$ cat config.mk
export PLATFORM = sky130hd
export DESIGN_NAME = lle_ram
export DESIGN_NICKNAME = d
export VERILOG_FILES = /design/src/hw/rtl/lle_ram.sv
export SDC_FILE = /design/constraint.sdc
export NUM_CORES = 2
export LEC_CHECK = 0
export BUFFER_PORTS_ARGS = -buffer_cell sky130_fd_sc_hd__buf_2
export CAP_MARGIN = 20
export CORE_MARGIN = 4
export CORE_UTILIZATION = 40
export CTS_CLUSTER_SIZE = 8
export DETAILED_ROUTE_END_ITERATION = 7
export PLACE_DENSITY_LB_ADDON = 0.12
export SLEW_MARGIN = 10
export SYNTH_ARGS = -nofsm -noshare
export SYNTH_HDL_FRONTEND = slang
export SYNTH_SLANG_ARGS = --single-unit
$ cat constraint.sdc
create_clock -name clk -period 4.84 [get_ports clk]
set_input_delay 0.968 -clock clk [delete_from_list [all_inputs] [get_ports clk]]
set_output_delay 0.968 -clock clk [all_outputs]
set_load 0.01 [all_outputs]
$ cat src/hw/rtl/lle_ram.sv
// ----------------------------------------------------------------------------
// lle_ram
// Simple dual-port RAM: one write port, one read port, registered read data.
// ----------------------------------------------------------------------------
module lle_ram #(
  parameter int DEPTH = 256,
  parameter int WIDTH = 8
) (
  input  logic                     clk,
  input  logic                     we,
  input  logic [$clog2(DEPTH)-1:0] waddr,
  input  logic [WIDTH-1:0]         wdata,
  input  logic                     re,
  input  logic [$clog2(DEPTH)-1:0] raddr,
  output logic [WIDTH-1:0]         rdata
);

  logic [WIDTH-1:0] mem [DEPTH];

  always_ff @(posedge clk) begin
    if (we) begin
      mem[waddr] <= wdata;
    end
  end

  always_ff @(posedge clk) begin
    if (re) begin
      rdata <= mem[raddr];
    end
  end

endmodule

==> flow_metrics.py <==
metrics = {
    "min_path": {
        "hold_path_startpoint": "re",
        "hold_class": "input pin to register",
        "hold_path_end": "rdata[3]",
        "hold_depth": 1,
    },
    "timing": {
        "fin_crit_sh_pct": 73.1,
        "tightest_slew_ns": 1.07,
        "hold_slack_ns": 0.499,
        "relSlewSlack_pct": 28.3,
        "skew_ns": 0.0604,
        "final_hold_viol_count": 0,
        "tns_ns": 0,
        "rsz0062_at_grt": "no",
        "clock.fmax_mhz": 283,
        "maxSlewViolCount": 0,
        "final-setup-viol-count": 0,
        "period_needed_ns": 3.54,
    },
    "clocking": {
        "numCtsBuffers": 308,
        "clk_pin_slew_ns": 0.05,
        "h-tree-depth": 5,
        "cts_tree": "built",
        "post_cts_buffers": 0,
        "hold_buffers": 0,
        "insertion_delay_ns": 0.91,
        "cts.sinks": 2056,
        "clock_path_buffers": 4,
        "cts-resized-gates": 0,
        "cts-root-buf": "clkbuf_16",
    },
    "die": {
        "die_area_sq_um": 206000,
        "die_w_um": 454,
        "io_pins": 35,
        "core_sq_um": 198000,
        "rows": 163,
        "die_h_um": 454,
        "start_util_pct": 40.3,
    },
    "worst_setup_path": {
        "critPathRequiredTime_ns": 5.47,
        "cp-start-kind": "input pin",
        "r2r_start": "mem[19][3]",
        "cpMostUsedCell": "buf_4",
        "cp_num_buf_inv": 3,
        "endpoint_kind": "register",
        "r2r_end": "rdata[3]",
        "r2r_slack_ns": 1.91,
        "cp.arrival_ns": 4.17,
        "critical_path_class": "input pin to register",
        "critPathSlowestCell": "a211oi_1",
        "reg2reg_depth": 7,
        "crit_family": "compound AO/OA/AOI/OAI gates",
        "cp_max_fo": 56,
        "path_cells": "buf_8, buf_4, mux4_2, a22o_1, a221oi_1, o221ai_1, a211oi_1, buf_4, nor4_1",
        "max_stage_delay_ns": 0.52,
    },
    "pwr": {
        "combPwrFrac_pct": 4.7,
        "seqPwrFrac_pct": 49.3,
        "p_sw_uw": 8320,
        "p_leak_uw": 0.0286,
        "peakVddDrop_mv": 0.425,
        "power_density_nw_per_um2": 435,
        "p_int_uw": 31600,
        "p_sw_share_pct": 20.8,
        "total_power_uw": 40000,
        "clock_power_share_pct": 46.0,
    },
    "routing": {
        "avgRoutedWirePerCell_um": 32.0,
        "antenna_left": 0,
        "drt-met1-wl_um": 92400,
        "routed_wl_um": 215000,
        "viasPerCell": 5.78,
        "drt-pass1-iter-count": 5,
        "met2_length_um": 101000,
        "first_iter_violations": 3916,
        "dr_wl_met3_um": 15400,
        "top_layer": "met5",
        "drcViolationCount": 0,
        "vias": 38900,
    },
    "layout": {
        "final_common_cell": "edfxtp_1",
        "multi_input_area_sq_um": 16500,
        "syn_to_final_growth_pct": 15.4,
        "fillCellCount": 16400,
        "final_nets": 4084,
        "regArea_sq_um": 61700,
        "final_cell_mix": "2056 x edfxtp_1, 454 x mux4_2, 314 x clkbuf_16",
        "drive_above_1_share_pct": 25.9,
    },
    "synth": {
        "syn_nets": 3760,
        "synth_top_area_share_pct": 77.5,
        "ys_seq_elements": 2056,
        "ys_seq_area_share_pct": 77.5,
        "ys_warn_count": 0,
        "synth_top_cell_by_area": "edfxtp_1",
        "synth.area.top_cells": "edfxtp_1 78%, mux4_2 13%, mux2i_1 1.7%",
        "async_reset_ff_share_pct": 0,
        "syn_inst": 3733,
        "syn_area_per_cell_sq_um": 21.3,
        "synth_edf_count": 2056,
        "synthesis.area_sq_um": 79600,
        "synthFlopType": "edfxtp_1",
        "synthDistinctLibCells": 54,
    },
    "grt": {
        "grt_max_degree": 118,
        "grt_pass1_wl_um": 305000,
        "grt_pass1_vias": 39900,
        "antenna_found_initial": 22,
        "globalRouteOverflowTotal": 0,
        "grt_util_all_layers_pct": 20.9,
    },
    "status": {
        "status": "finished, final reports clean",
    },
    "placed_design": {
        "hpwl_um": 133000,
        "portBuffers": 34,
        "gp_congestion": 0.789,
    },
    "run": {
        "drv_cap": 0,
    },
}
==> Yosys cell counts, types with 5 or more instances <==
library cell and number:
edfxtp_1 2056, mux4_2 454, nor2_1 282, mux2i_1 134, a22oi_1 133, clkbuf_1 111
a21oi_1 96, o221ai_1 46, nand3_1 34, nand2_1 33, buf_2 31, nor2b_1 31
o22ai_1 28, buf_4 27, nor4_1 24, buf_1 22, nor3_1 22, buf_6 21
a211oi_1 16, a221oi_1 13, buf_8 13, nand4_1 10, o211ai_1 10, o21ai_0 10
a22o_1 8, buf_12 8, nand2b_1 8, and2_1 6, o22a_1 5
==> final cells by class <==
type | count | area share, %
clock inverter | 9 | 0.105
tap | 2640 | 3.60
timing repair buffer | 247 | 2.49
antenna | 14 | 0.0381
clock buffer | 316 | 8.56
sequential | 2056 | 67.2
inverter | 2 | 0.00817
multi-input combinational | 1442 | 18.0
==> metrics by stage <==
stage / utilization [%] / setup slack, ns / area (sq um) / std cells
2_1_floorplan: - / 1.80 / 79600 / 3733
6_report: 46.5 / 1.30 / 91900 / 6726
5_1_grt: 46.5 / 1.31 / 91900 / 6716
3_3_place_gp: 42.4 / 0.358 / 83900 / 6387
4_1_cts: 46.5 / 1.36 / 91800 / 6712
3_5_place_dp: 42.4 / 0.404 / 83900 / 6387
==> power groups by stage <==
stage                     registers (uW)  logic, uW  clock network (uW)
after floorplan                    20000        954                   0
after detailed placement           20000       1890                   0
final                              19700       1860               18400
after global placement             20000       1880                   0
after global routing               19700       1970               19500
after CTS                          19700       1890               18800
==> registers in the layout (all words and copies together), names as in the netlist <==
name   flops
mem     2048
rdata      8
==> how the worst max path moves through the flow <==
stage                        start  endpoint  cells after the start
after floorplan           raddr[0]  rdata[2]                      9
final                     raddr[1]  rdata[3]                      9
after global placement    raddr[1]  rdata[3]                      9
after CTS                 raddr[1]  rdata[3]                      9
after global routing      raddr[1]  rdata[3]                      9
after detailed placement  raddr[1]  rdata[3]                      9
==> kinds of logic after synthesis <==
logic type      count (synthesis)  synth area share (%)
compound gates                385                  3.42
simple gates                  466                  2.63
flops                        2056                  77.5
buf+inv                       235                  1.83
mux                           591                  14.6
==> per-layer routing <==
metal  GRT usage [%]  vias up
li1                -    16300
met5           0.373        -
met4            7.11        6
met2            32.1     1404
met3            4.54      377
met1            29.8    20800
No activity file was read; power rests on OpenSTA's default activity.
